$ cat config.mk
export PLATFORM = sky130hd
export DESIGN_NAME = rle_payload_decoder
export DESIGN_NICKNAME = d
export VERILOG_FILES = /design/src/hw/rtl/rpd_pkg.sv /design/src/hw/rtl/rpd_front.sv /design/src/hw/rtl/rpd_queue.sv /design/src/hw/rtl/rpd_back.sv /design/src/hw/rtl/rle_payload_decoder.sv
export SDC_FILE = /design/constraint.sdc
export NUM_CORES = 1
export LEC_CHECK = 0
export BUFFER_PORTS_ARGS = -buffer_cell sky130_fd_sc_hd__buf_2
export CAP_MARGIN = 10
export CORE_ASPECT_RATIO = 0.75
export CORE_MARGIN = 2
export CORE_UTILIZATION = 45
export DETAILED_ROUTE_END_ITERATION = 12
export GPL_TIMING_DRIVEN = 1
export PLACE_DENSITY = 0.61
export SYNTH_ARGS = -nofsm -noshare
export SYNTH_HDL_FRONTEND = slang
export SYNTH_HIERARCHICAL = 1
export SYNTH_SLANG_ARGS = --single-unit
$ cat constraint.sdc
create_clock -name clk -period 28.2 [get_ports clk]
set_input_delay 0 -clock clk [delete_from_list [all_inputs] [get_ports clk]]
set_output_delay 0 -clock clk [all_outputs]
set_load 0.02 [all_outputs]
$ cat src/hw/rtl/rpd_pkg.sv
// ----------------------------------------------------------------------------
// rpd_pkg
// Types and constants shared by the run-length payload decoder modules.
// ----------------------------------------------------------------------------
package rpd_pkg;

  localparam int CHUNK_BYTES = 16;
  localparam int LEN_W       = 10;
  localparam int CFG_IDX_W   = 2;

  localparam logic [31:0] MAX_CODED_SIZE = 32'd1048576;

  localparam logic [7:0] MODE_RAW = 8'd0;
  localparam logic [7:0] MODE_RLE = 8'd1;

  localparam logic [CFG_IDX_W-1:0] CFG_CODEC_MODE      = 2'd0;
  localparam logic [CFG_IDX_W-1:0] CFG_EXPECTED_LENGTH = 2'd1;

  localparam logic [2:0] ST_OK       = 3'd0;
  localparam logic [2:0] ST_BAD      = 3'd1;
  localparam logic [2:0] ST_TAG      = 3'd2;
  localparam logic [2:0] ST_TRUNC    = 3'd3;
  localparam logic [2:0] ST_OVER     = 3'd4;
  localparam logic [2:0] ST_MISMATCH = 3'd5;

  typedef struct packed {
    logic [7:0] encoded_byte;
    logic       has_byte;
    logic       last_byte;
  } enc_item_t;

  typedef struct packed {
    logic [63:0] chunk_low;
    logic [63:0] chunk_high;
    logic [4:0]  byte_count;
    logic        frame_done;
    logic [2:0]  status;
    logic        last_of_item;
  } dec_item_t;

  // One classified request from the front to the back.
  typedef struct packed {
    logic [LEN_W-1:0] len;
    logic [7:0]       lo;
    logic [7:0]       hi;
    logic             pair;
    logic             bad;
    logic             tag;
    logic             last;
    logic             trunc;
  } cmd_t;

endpackage

$ cat src/hw/rtl/rpd_front.sv
// ----------------------------------------------------------------------------
// rpd_front
// Parses op bytes and turns each accepted item into one expansion request.
// ----------------------------------------------------------------------------
module rpd_front (
  input  logic              clk,
  input  logic              rst,
  input  logic              push,
  input  rpd_pkg::enc_item_t item,
  input  logic [7:0]        codec_mode,
  input  logic [31:0]       expected_length,
  output rpd_pkg::cmd_t     cmd
);
  import rpd_pkg::*;

  typedef enum logic [2:0] {
    PH_OP, PH_LIT, PH_REP, PH_PLO, PH_PHI, PH_RUN
  } phase_t;

  localparam logic [1:0] TAG_LIT  = 2'd0;
  localparam logic [1:0] TAG_REP  = 2'd1;
  localparam logic [1:0] TAG_PAIR = 2'd2;

  phase_t     phase, phase_next;
  logic [5:0] op_count, op_count_next;
  logic [7:0] pair_low, pair_low_next;
  logic [7:0] pair_high, pair_high_next;
  logic       bad;
  logic [7:0] b;

  assign b   = item.encoded_byte;
  assign bad = (codec_mode > MODE_RLE) ||
               ((codec_mode == MODE_RLE) && (expected_length > MAX_CODED_SIZE));

  always_comb begin
    phase_next     = phase;
    op_count_next  = op_count;
    pair_low_next  = pair_low;
    pair_high_next = pair_high;
    cmd            = '0;
    cmd.bad        = bad;
    cmd.last       = item.last_byte;
    cmd.lo         = b;
    if (item.has_byte) begin
      if (codec_mode == MODE_RAW) begin
        cmd.len = LEN_W'(1);
      end else if (codec_mode == MODE_RLE) begin
        unique case (phase)
          PH_OP: begin
            op_count_next = b[5:0];
            if (b[7:6] == TAG_LIT) begin
              if (b[5:0] != 6'd0) phase_next = PH_LIT;
            end else if (b[7:6] == TAG_REP) begin
              phase_next = PH_REP;
            end else if (b[7:6] == TAG_PAIR) begin
              phase_next = PH_PLO;
            end else begin
              cmd.tag = 1'b1;
            end
          end
          PH_LIT: begin
            cmd.len       = LEN_W'(1);
            op_count_next = op_count - 6'd1;
            if (op_count == 6'd1) phase_next = PH_OP;
          end
          PH_REP: begin
            cmd.len    = {{(LEN_W-6){1'b0}}, op_count} + LEN_W'(3);
            phase_next = PH_OP;
          end
          PH_PLO: begin
            pair_low_next = b;
            phase_next    = PH_PHI;
          end
          PH_PHI: begin
            pair_high_next = b;
            phase_next     = PH_RUN;
          end
          PH_RUN: begin
            cmd.len    = {{(LEN_W-9){1'b0}}, b, 1'b0} + LEN_W'(4);
            cmd.lo     = pair_low;
            cmd.hi     = pair_high;
            cmd.pair   = 1'b1;
            phase_next = PH_OP;
          end
          default: phase_next = PH_OP;
        endcase
      end
    end
    if (item.last_byte) begin
      cmd.trunc     = (phase_next != PH_OP);
      phase_next    = PH_OP;
      op_count_next = 6'd0;
    end
  end

  always_ff @(posedge clk) begin
    if (rst) begin
      phase     <= PH_OP;
      op_count  <= 6'd0;
      pair_low  <= 8'd0;
      pair_high <= 8'd0;
    end else if (push) begin
      phase     <= phase_next;
      op_count  <= op_count_next;
      pair_low  <= pair_low_next;
      pair_high <= pair_high_next;
    end
  end

endmodule

$ cat src/hw/rtl/rpd_queue.sv
// ----------------------------------------------------------------------------
// rpd_queue
// Short request queue between the parser and the expansion engine.
// ----------------------------------------------------------------------------
module rpd_queue #(
  parameter int DEPTH = 4
) (
  input  logic          clk,
  input  logic          rst,
  input  logic          push,
  input  rpd_pkg::cmd_t wr_cmd,
  input  logic          pop,
  output rpd_pkg::cmd_t head,
  output logic          head_valid,
  output logic          full
);
  import rpd_pkg::*;

  localparam int PTR_W = $clog2(DEPTH);
  localparam int CNT_W = $clog2(DEPTH + 1);

  cmd_t             mem [DEPTH];
  logic [PTR_W-1:0] wr_ptr, rd_ptr;
  logic [CNT_W-1:0] count;

  assign head       = mem[rd_ptr];
  assign head_valid = (count != '0);
  assign full       = (count == CNT_W'(DEPTH));

  always_ff @(posedge clk) begin
    if (push) mem[wr_ptr] <= wr_cmd;
  end

  always_ff @(posedge clk) begin
    if (rst) begin
      wr_ptr <= '0;
      rd_ptr <= '0;
      count  <= '0;
    end else begin
      if (push) begin
        wr_ptr <= (wr_ptr == PTR_W'(DEPTH - 1)) ? '0 : wr_ptr + PTR_W'(1);
      end
      if (pop) begin
        rd_ptr <= (rd_ptr == PTR_W'(DEPTH - 1)) ? '0 : rd_ptr + PTR_W'(1);
      end
      if (push && !pop) begin
        count <= count + CNT_W'(1);
      end else if (pop && !push) begin
        count <= count - CNT_W'(1);
      end
    end
  end

endmodule

$ cat src/hw/rtl/rpd_back.sv
// ----------------------------------------------------------------------------
// rpd_back
// Expands requests into chunks of up to 16 bytes, tracks length and errors,
// and closes each frame with a status result.
// ----------------------------------------------------------------------------
module rpd_back (
  input  logic                 clk,
  input  logic                 rst,
  input  rpd_pkg::cmd_t        head,
  input  logic                 head_valid,
  output logic                 pop,
  input  logic [31:0]          expected_length,
  output logic                 dec_valid,
  input  logic                 dec_stall,
  output rpd_pkg::dec_item_t   dec_item
);
  import rpd_pkg::*;

  logic [LEN_W-1:0]         done;
  logic                     st_phase;
  logic [31:0]              written;
  logic [2:0]               err;
  logic                     out_valid;
  dec_item_t                out;

  logic                     go, work, over, fin, out_free, out_load;
  logic [2:0]               err_eff, status;
  logic [LEN_W-1:0]         rem;
  logic [31:0]              room;
  logic [4:0]               take, c;
  logic [8*CHUNK_BYTES-1:0] data;

  assign out_free = !out_valid || !dec_stall;
  assign go       = head_valid && out_free;

  always_comb begin
    if (err != ST_OK)   err_eff = err;
    else if (head.bad)  err_eff = ST_BAD;
    else if (head.tag)  err_eff = ST_TAG;
    else                err_eff = ST_OK;
  end

  assign rem  = head.len - done;
  assign room = expected_length - written;
  assign take = (rem > LEN_W'(CHUNK_BYTES)) ? 5'(CHUNK_BYTES) : rem[4:0];
  assign c    = (room < {27'd0, take}) ? room[4:0] : take;
  assign work = !st_phase && (err_eff == ST_OK) && (rem != '0);
  assign over = work && (rem > {{(LEN_W-5){1'b0}}, c}) && (room == {27'd0, c});
  assign fin  = !work || (rem == {{(LEN_W-5){1'b0}}, c}) || over;

  always_comb begin
    data = '0;
    for (int k = 0; k < CHUNK_BYTES; k++) begin
      if (5'(k) < c) begin
        data[8*k +: 8] = (head.pair && (k % 2 == 1)) ? head.hi : head.lo;
      end
    end
  end

  always_comb begin
    if (err_eff != ST_OK)              status = err_eff;
    else if (head.trunc)               status = ST_TRUNC;
    else if (written != expected_length) status = ST_MISMATCH;
    else                               status = ST_OK;
  end

  assign pop      = go && fin && (work ? !head.last : 1'b1);
  assign out_load = go && (work ? (c != 5'd0) : head.last);

  always_ff @(posedge clk) begin
    if (rst) begin
      done      <= '0;
      st_phase  <= 1'b0;
      written   <= '0;
      err       <= ST_OK;
      out_valid <= 1'b0;
    end else begin
      out_valid <= out_load || (out_valid && dec_stall);
      if (go) begin
        if (work) begin
          written <= written + {27'd0, c};
          err     <= over ? ST_OVER : err_eff;
          if (fin && !head.last) begin
            done <= '0;
          end else begin
            done <= done + {{(LEN_W-5){1'b0}}, c};
          end
          if (fin && head.last) st_phase <= 1'b1;
          if (c != 5'd0) begin
            out.chunk_low    <= data[63:0];
            out.chunk_high   <= data[127:64];
            out.byte_count   <= c;
            out.frame_done   <= 1'b0;
            out.status       <= ST_OK;
            out.last_of_item <= fin && !head.last;
          end
        end else begin
          done     <= '0;
          st_phase <= 1'b0;
          if (head.last) begin
            out.chunk_low    <= '0;
            out.chunk_high   <= '0;
            out.byte_count   <= 5'd0;
            out.frame_done   <= 1'b1;
            out.status       <= status;
            out.last_of_item <= 1'b1;
            written          <= '0;
            err              <= ST_OK;
          end else begin
            err <= err_eff;
          end
        end
      end
    end
  end

  assign dec_valid = out_valid;
  assign dec_item  = out;

`ifndef SYNTHESIS
  a_pop_needs_head: assert property (@(posedge clk) disable iff (rst)
    pop |-> head_valid) else $error("pop with empty queue");
  a_chunk_size: assert property (@(posedge clk) disable iff (rst)
    dec_valid |-> (dec_item.byte_count <= 5'(CHUNK_BYTES)))
    else $error("chunk larger than allowed");
  a_data_ok: assert property (@(posedge clk) disable iff (rst)
    (dec_valid && !dec_item.frame_done) |->
      (dec_item.status == ST_OK && dec_item.byte_count != 5'd0))
    else $error("data chunk with status or no bytes");
  a_status_form: assert property (@(posedge clk) disable iff (rst)
    (dec_valid && dec_item.frame_done) |->
      (dec_item.byte_count == 5'd0 && dec_item.last_of_item))
    else $error("bad status result");
  a_status_once: assert property (@(posedge clk) disable iff (rst)
    (go && st_phase) |-> pop) else $error("status request not retired");
`endif

endmodule

$ cat src/hw/rtl/rle_payload_decoder.sv
// ----------------------------------------------------------------------------
// rle_payload_decoder
// Run-length payload decoder: raw or run-length coded bytes in, decoded
// chunks of up to 16 bytes out, one status result per frame.
//
//   channel | signals                                  | direction
//   enc     | enc_valid, enc_stall, enc_item           | item in
//   dec     | dec_valid, dec_stall, dec_item           | result out
//   cfg     | cfg_valid, cfg_ready, cfg_index, cfg_data | register write
//
// The parser takes one item per cycle while the request queue has room.
// The expansion engine emits one chunk per cycle while dec is not stalled;
// a run becomes chunks of up to 16 bytes, and frame status follows the last.
// The output register holds a result while dec is stalled; enc stalls only
// when the queue of QUEUE_DEPTH requests is full.
// Synchronous reset clears parser, queue, counters and error state.
// ----------------------------------------------------------------------------
module rle_payload_decoder #(
  parameter int QUEUE_DEPTH = 4
) (
  input  logic                               clk,
  input  logic                               rst,
  input  logic                               enc_valid,
  output logic                               enc_stall,
  input  rpd_pkg::enc_item_t                 enc_item,
  output logic                               dec_valid,
  input  logic                               dec_stall,
  output rpd_pkg::dec_item_t                 dec_item,
  input  logic                               cfg_valid,
  output logic                               cfg_ready,
  input  logic [rpd_pkg::CFG_IDX_W-1:0]      cfg_index,
  input  logic [31:0]                        cfg_data
);
  import rpd_pkg::*;

  logic [7:0]  codec_mode;
  logic [31:0] expected_length;
  logic        push, pop, head_valid, full;
  cmd_t        cmd, head;

  assign cfg_ready = 1'b1;
  assign enc_stall = full;
  assign push      = enc_valid && !full;

  always_ff @(posedge clk) begin
    if (rst) begin
      codec_mode      <= MODE_RAW;
      expected_length <= '0;
    end else if (cfg_valid && cfg_ready) begin
      if (cfg_index == CFG_CODEC_MODE) codec_mode <= cfg_data[7:0];
      else if (cfg_index == CFG_EXPECTED_LENGTH) expected_length <= cfg_data;
    end
  end

  rpd_front u_front (
    .clk             (clk),
    .rst             (rst),
    .push            (push),
    .item            (enc_item),
    .codec_mode      (codec_mode),
    .expected_length (expected_length),
    .cmd             (cmd)
  );

  rpd_queue #(
    .DEPTH (QUEUE_DEPTH)
  ) u_queue (
    .clk        (clk),
    .rst        (rst),
    .push       (push),
    .wr_cmd     (cmd),
    .pop        (pop),
    .head       (head),
    .head_valid (head_valid),
    .full       (full)
  );

  rpd_back u_back (
    .clk             (clk),
    .rst             (rst),
    .head            (head),
    .head_valid      (head_valid),
    .pop             (pop),
    .expected_length (expected_length),
    .dec_valid       (dec_valid),
    .dec_stall       (dec_stall),
    .dec_item        (dec_item)
  );

endmodule

# Yosys cells after proc, flatten, opt, wreduce, memory -nomap -nowiden

Memory sizes are Yosys's and may differ from the RTL's. A register that Yosys moved wholly into a read port is not among the register bits.
Index checks and enable logic that the tools add are counted.
Widths: inputs -> output; s select.

Register bits: 257
Word-level logic and storage cells: 204
Memory bits (read-only): 0
Bits of input ports: 49
Bits in writable memories: 124
Memories kept: 1
Bits in latches: 0

Memory list:

| name        | depth | bits a word | read ports | clocked after memory_dff | wr ports | RTL line        | text |
|---|---|---|---|---|---|---|---|
| u_queue.mem | 4     | 31          | 1          | 1                        | 1        | rpd_queue.sv:22 | `cmd_t mem [DEPTH];` |

Add/subtract/negate cells: 11
Bitwise operators: 3
Mux-type cells: 76
Shift operators: 0
Equality and inequality tests: 19
Reductions and logical operators: 53
$mul: 0
Order comparisons: 21
Divide/modulo/power cells: 0

Operators by type and width:

| cell                 | number |
|---|---|
| $mux 138             | 3 |
| $mux 8               | 17 |
| $mux 32              | 2 |
| $mux 27              | 2 |
| $mux 3               | 18 |
| $lt 4x5->1 const A   | 8 |
| $mux 17              | 2 |
| $add 32x5->32        | 1 |
| $eq 32x5->1          | 1 |
| $gt 32x21->1 const B | 1 |
| $lt 32x5->1          | 1 |
| $ne 32x32->1         | 1 |
| $sub 32x32->32       | 1 |
| $mux 10              | 3 |
| $pmux 10 s3          | 1 |
| $mux 6               | 4 |
| $lt 3x5->1 const A   | 4 |
| $logic_and 1x1->1    | 15 |
| $reduce_and 5->1     | 3 |
| $reduce_bool 3->1    | 5 |
| $mux 1               | 14 |
| $mux 2               | 6 |
| $pmux 3 s4           | 1 |
| $pmux 6 s2           | 1 |
| other kinds (36)     | 68 |

# Longest topological paths before layout

Word-level depth: 14
Depth in mapped cells: 36

# Modules after synthesis

The synthesis kept the hierarchy.

Modules (own cells, without submodules):

| module              | times used | seq. area each (µm²) | cells an instance | area each (µm²) |
|---|---|---|---|---|
| rpd_back            | 1          | 5,084.9              | 1,200             | 11,319.6 |
| rpd_queue           | 1          | 3,903.7              | 205               | 4,916.0 |
| rpd_front           | 1          | 500.5                | 238               | 1,896.8 |
| rle_payload_decoder | 1          | 800.8                | 170               | 1,771.7 |

# Worst setup path after synthesis

No wires, ideal clock.

Kind: register -> register
Start: register with a tool-made name
End: register u_back.out (netlist bit u_back/dec_item[0]), enable pin
Library setup time: 0.637 ns
Cell stages (with the launch flop): 20
Data required time: 27.563 ns
Setup slack: 17.936 ns
Clock period less this slack: 10.264 ns
Arrival: 9.627 ns
Path through: dfxtp_1 -> buf_6 -> mux4_2 -> ha_1 -> clkbuf_1 -> nor2b_1 -> a21oi_1 -> nand3_1 -> a211oi_1 -> nand4b_1 -> nor2b_1 -> inv_1 -> ha_1 -> o22a_1 -> o2111a_1 -> o41a_1 -> nor3_2 -> nand3_4 -> o21bai_1 -> nor2_1

RTL lines:

| item          | RTL line       | text |
|---|---|---|
| end, declared | rpd_back.sv:24 | `dec_item_t out;` |

==> impl_metrics.yaml <==
setup_path:
  endpoint_kind: "flip-flop"
  r2r_slack_ns: 19.47
  crit_arrival_ns: 9.21
  r2r_end: "u_queue/count[2]$_SDFFE_PP0P_"
  crit_path_frequent_cell: "a21oi_1"
  required_ns: 28.68
  cp-start-kind: "flip-flop"
  worstPathMaxFanout: 31
  ff2ff_path_depth: 34
  crit_path_max_incr_delay_ns: 0.58
  critical_path_class: "reg2reg"
  crit_slowest_cell: "mux4_2"
outcome:
  outcome: "finished, final reports clean"
layout:
  fill_cells: 3828
  synthToLayoutAreaGrowth_pct: 16.0
  mostFrequentLayoutCell: "edfxtp_1"
  nNetsFinal: 2145
  drive_above_1_share_pct: 17.0
  final_cell_mix: "262 x edfxtp_1, 187 x buf_2, 140 x nor2_1"
  antenna_cells: 0
drt:
  drcViolationCount: 0
  dr.pass1.iters: 5
  via_count: 14997
  ant_nets: 0
  routed_via_density: 5.69
  drt_iter0_markers: 1352
  drt_wl_total_um: 55000
  drt-wirelength-per-cell_um: 20.9
timing:
  fin_crit_sh_pct: 31.0
  maxSlewViolCount: 0
  skew_ns: 0.0225
  slew_headroom_pct: 17.1
  rsz0062_at_grt: "false"
  fin_crit_ns: 8.73
  finalSetupViolCount: 0
  tightestPinTransition_ns: 1.21
  setup-tns-final_ns: 0
  max_freq_mhz: 115
  finalHoldViolations: 0
worst_hold_path:
  hp-class: "in2reg"
  hold_path_startpoint: "cfg_index[1]"
  whs_endpoint: "codec_mode[3]$_SDFFE_PP0P_"
  holdPathStages: 3
floorplan:
  die-area_mm2: 0.0459
  die_h_um: 186
  io_pins: 190
  die_width_um: 247
  rows: 66
  core-area_mm2: 0.0435
  initial_utilization_pct: 45.7
synthesis:
  synth_seq_area_share_pct: 51.7
  ys_async_sr_fraction_pct: 0
  synth-seq-cells: 383
  syn_avg_cell_area_um2: 11.0
  synthTopCellsByArea: "edfxtp_1 40%, dfxtp_1 12%, mux2i_1 4.4%"
  synth_top_area_share_pct: 39.5
  syn-num-nets: 1935
  synth_ff_type: "edfxtp_1"
  netlist_area_mm2: 0.0199
  ys_warn_count: 6
  synthDistinctLibCells: 91
  synthCells: 1813
  synth_edf_count: 262
  synth_top_area_cell: "edfxtp_1"
grt:
  grt_max_degree: 105
  gr-total-overflow: 0
  antenna_found_initial: 0
  grt_pass1_vias: 14173
  grt_first_pass_wirelength_um: 83600
  grt_usage_pct: 23.6
pwr:
  fin_total_pwr_w: 0.00210
  p_int_w: 0.00131
  sw_frac_of_total_pct: 37.9
  p_per_area_mw_per_mm2: 91.1
  p_leak_nw: 8.87
  ir_worst_vdd_uv: 52.6
  power.share.sequential_pct: 36.5
  clkPwrFrac_pct: 24.8
  pwr-share-comb_pct: 38.7
  switching_power_w: 0.000798
clock_network:
  clock-sinks: 383
  cts_buffer_depth: 3
  root_buffer: "clkbuf_16"
  cts_tree: "built"
  path_clk_slew_ns: 0.06
  htree_levels: 2
  clock_latency_ns: 0.56
  cts_made_buffers: 41
  cts-resized-gates: 0
flow_run:
  drv_cap: 0
placement:
  place_congestion: 0.940
  hpwl_um: 39300
  port_buffers: 188
[power groups by stage]
stage | Combinational (W) | Clock (W) | Sequential (W)
floorplan | 0.000476 | 0 | 0.000854
global placement | 0.000789 | 0 | 0.000779
detailed placement | 0.000800 | 0 | 0.000780
CTS | 0.000807 | 0.000536 | 0.000769
global route | 0.000882 | 0.000557 | 0.000776
finish | 0.000813 | 0.000523 | 0.000768
[worst max-delay path, delay by kind of cell (launching register included)]
kind	cells	cell delay (ns)
compound gates	10	2.14
xor+xnor	1	0.09
fa+ha+maj	5	1.45
buf+inv	5	1.05
flops	1	0.31
mux	2	1.09
simple gates	11	2.46
[worst max path at each step]
| stage | from | endpoint | slack [ns] |
|---|---|---|---|
| after floorplan | flip-flop | u_back/dec_item[0]$_SDFFCE_PN1P_ | 17.94 |
| after global placement | flip-flop | u_queue/count[2]$_SDFFE_PP0P_ | 19.80 |
| after detailed placement | flip-flop | u_queue/count[2]$_SDFFE_PP0P_ | 19.59 |
| after CTS | flip-flop | u_queue/count[2]$_SDFFE_PP0P_ | 19.56 |
| after global routing | flip-flop | u_queue/count[2]$_SDFFE_PP0P_ | 18.69 |
| final | flip-flop | u_queue/count[2]$_SDFFE_PP0P_ | 19.47 |
[routing by layer]
metal | vias up | global-route usage (%) | routed length (um)
met5 | - | 0 | 0
met1 | 7295 | 37.0 | 27300
met3 | 58 | 3.64 | 3440
met2 | 518 | 34.2 | 23400
li1 | 7126 | - | -
met4 | 0 | 4.92 | 845
[Yosys cell counts (4+ instances only)]
library cell,count
a211oi_1,16
a21o_1,17
a21oi_1,126
a22oi_1,9
a31o_2,7
a31oi_1,27
and2_1,17
and3_1,43
and4_1,4
buf_1,4
buf_2,19
buf_4,5
buf_6,7
clkbuf_1,55
dfxtp_1,121
edfxtp_1,262
fa_1,5
ha_1,68
inv_1,101
mux2_2,14
mux2i_1,87
mux4_2,30
nand2_1,84
nand2b_1,91
nand3_1,41
nand3b_1,7
nand4_1,32
nor2_1,142
nor2b_1,13
nor3_1,56
nor3b_1,7
nor4_1,20
o2111ai_1,7
o211ai_1,7
o21a_1,11
o21ai_0,58
o21ai_1,4
o21bai_1,15
o31ai_1,5
or2_2,8
or3_1,17
or4_1,7
xnor2_1,48
xor2_1,15
[stage by stage]
stage / setup WS, ns / util (%) / area [um^2] / cells / hold slack (ns)
3_3_place_gp: 19.80 / 49.0 / 21300 / 2512 / 0.262
3_5_place_dp: 19.59 / 49.0 / 21300 / 2512 / 0.272
4_1_cts: 19.56 / 53.0 / 23100 / 2634 / 0.0846
5_1_grt: 18.69 / 53.0 / 23100 / 2634 / 0.121
2_1_floorplan: 17.94 / - / 19900 / 1813 / 0.0691
6_report: 19.47 / 53.0 / 23100 / 2634 / 0.0993
[flip-flops by register name, indices dropped and copies added (netlist names), named ones only]
signal             count
u_queue/mem          124
u_queue/rd_ptr         2
u_front/pair_low       8
u_queue/wr_ptr         2
u_front/phase          3
u_back/done           10
codec_mode             8
u_back/st_phase        1
u_back/written        32
u_back/dec_valid       1
u_back/dec_item      138
u_queue/count          3
expected_length       32
u_back/err             3
u_front/op_count       6
u_front/pair_high      8
[cell type report]
cell class,count,area (um^2),area share (%)
clock buffer,53,1100,4.78
clock inverter,23,194,0.840
sequential,383,10300,44.6
tap,578,723,3.13
multi-input combinational,1238,8810,38.2
inverter,102,383,1.66
timing repair buffer,257,1580,6.83
[what timing repair did]
action | CTS | global route
hold buffers | 46 | 0
endpoints found under the hold margin | 114 | 0
buffers inserted | 0 | 0
setup endpoints to repair | 0 | 0
[kinds of logic after synthesis]
logic type / synth area share, %
flip-flops: 51.7
buffers and inverters: 4.10
multiplexers: 8.69
adder cells (fa/ha/maj): 4.78
XOR/XNOR: 2.77
other: 0.0188
AO/OA/AOI/OAI: 11.4
AND/OR/NAND/NOR: 16.6
No activity file was read; power rests on OpenSTA's default activity.
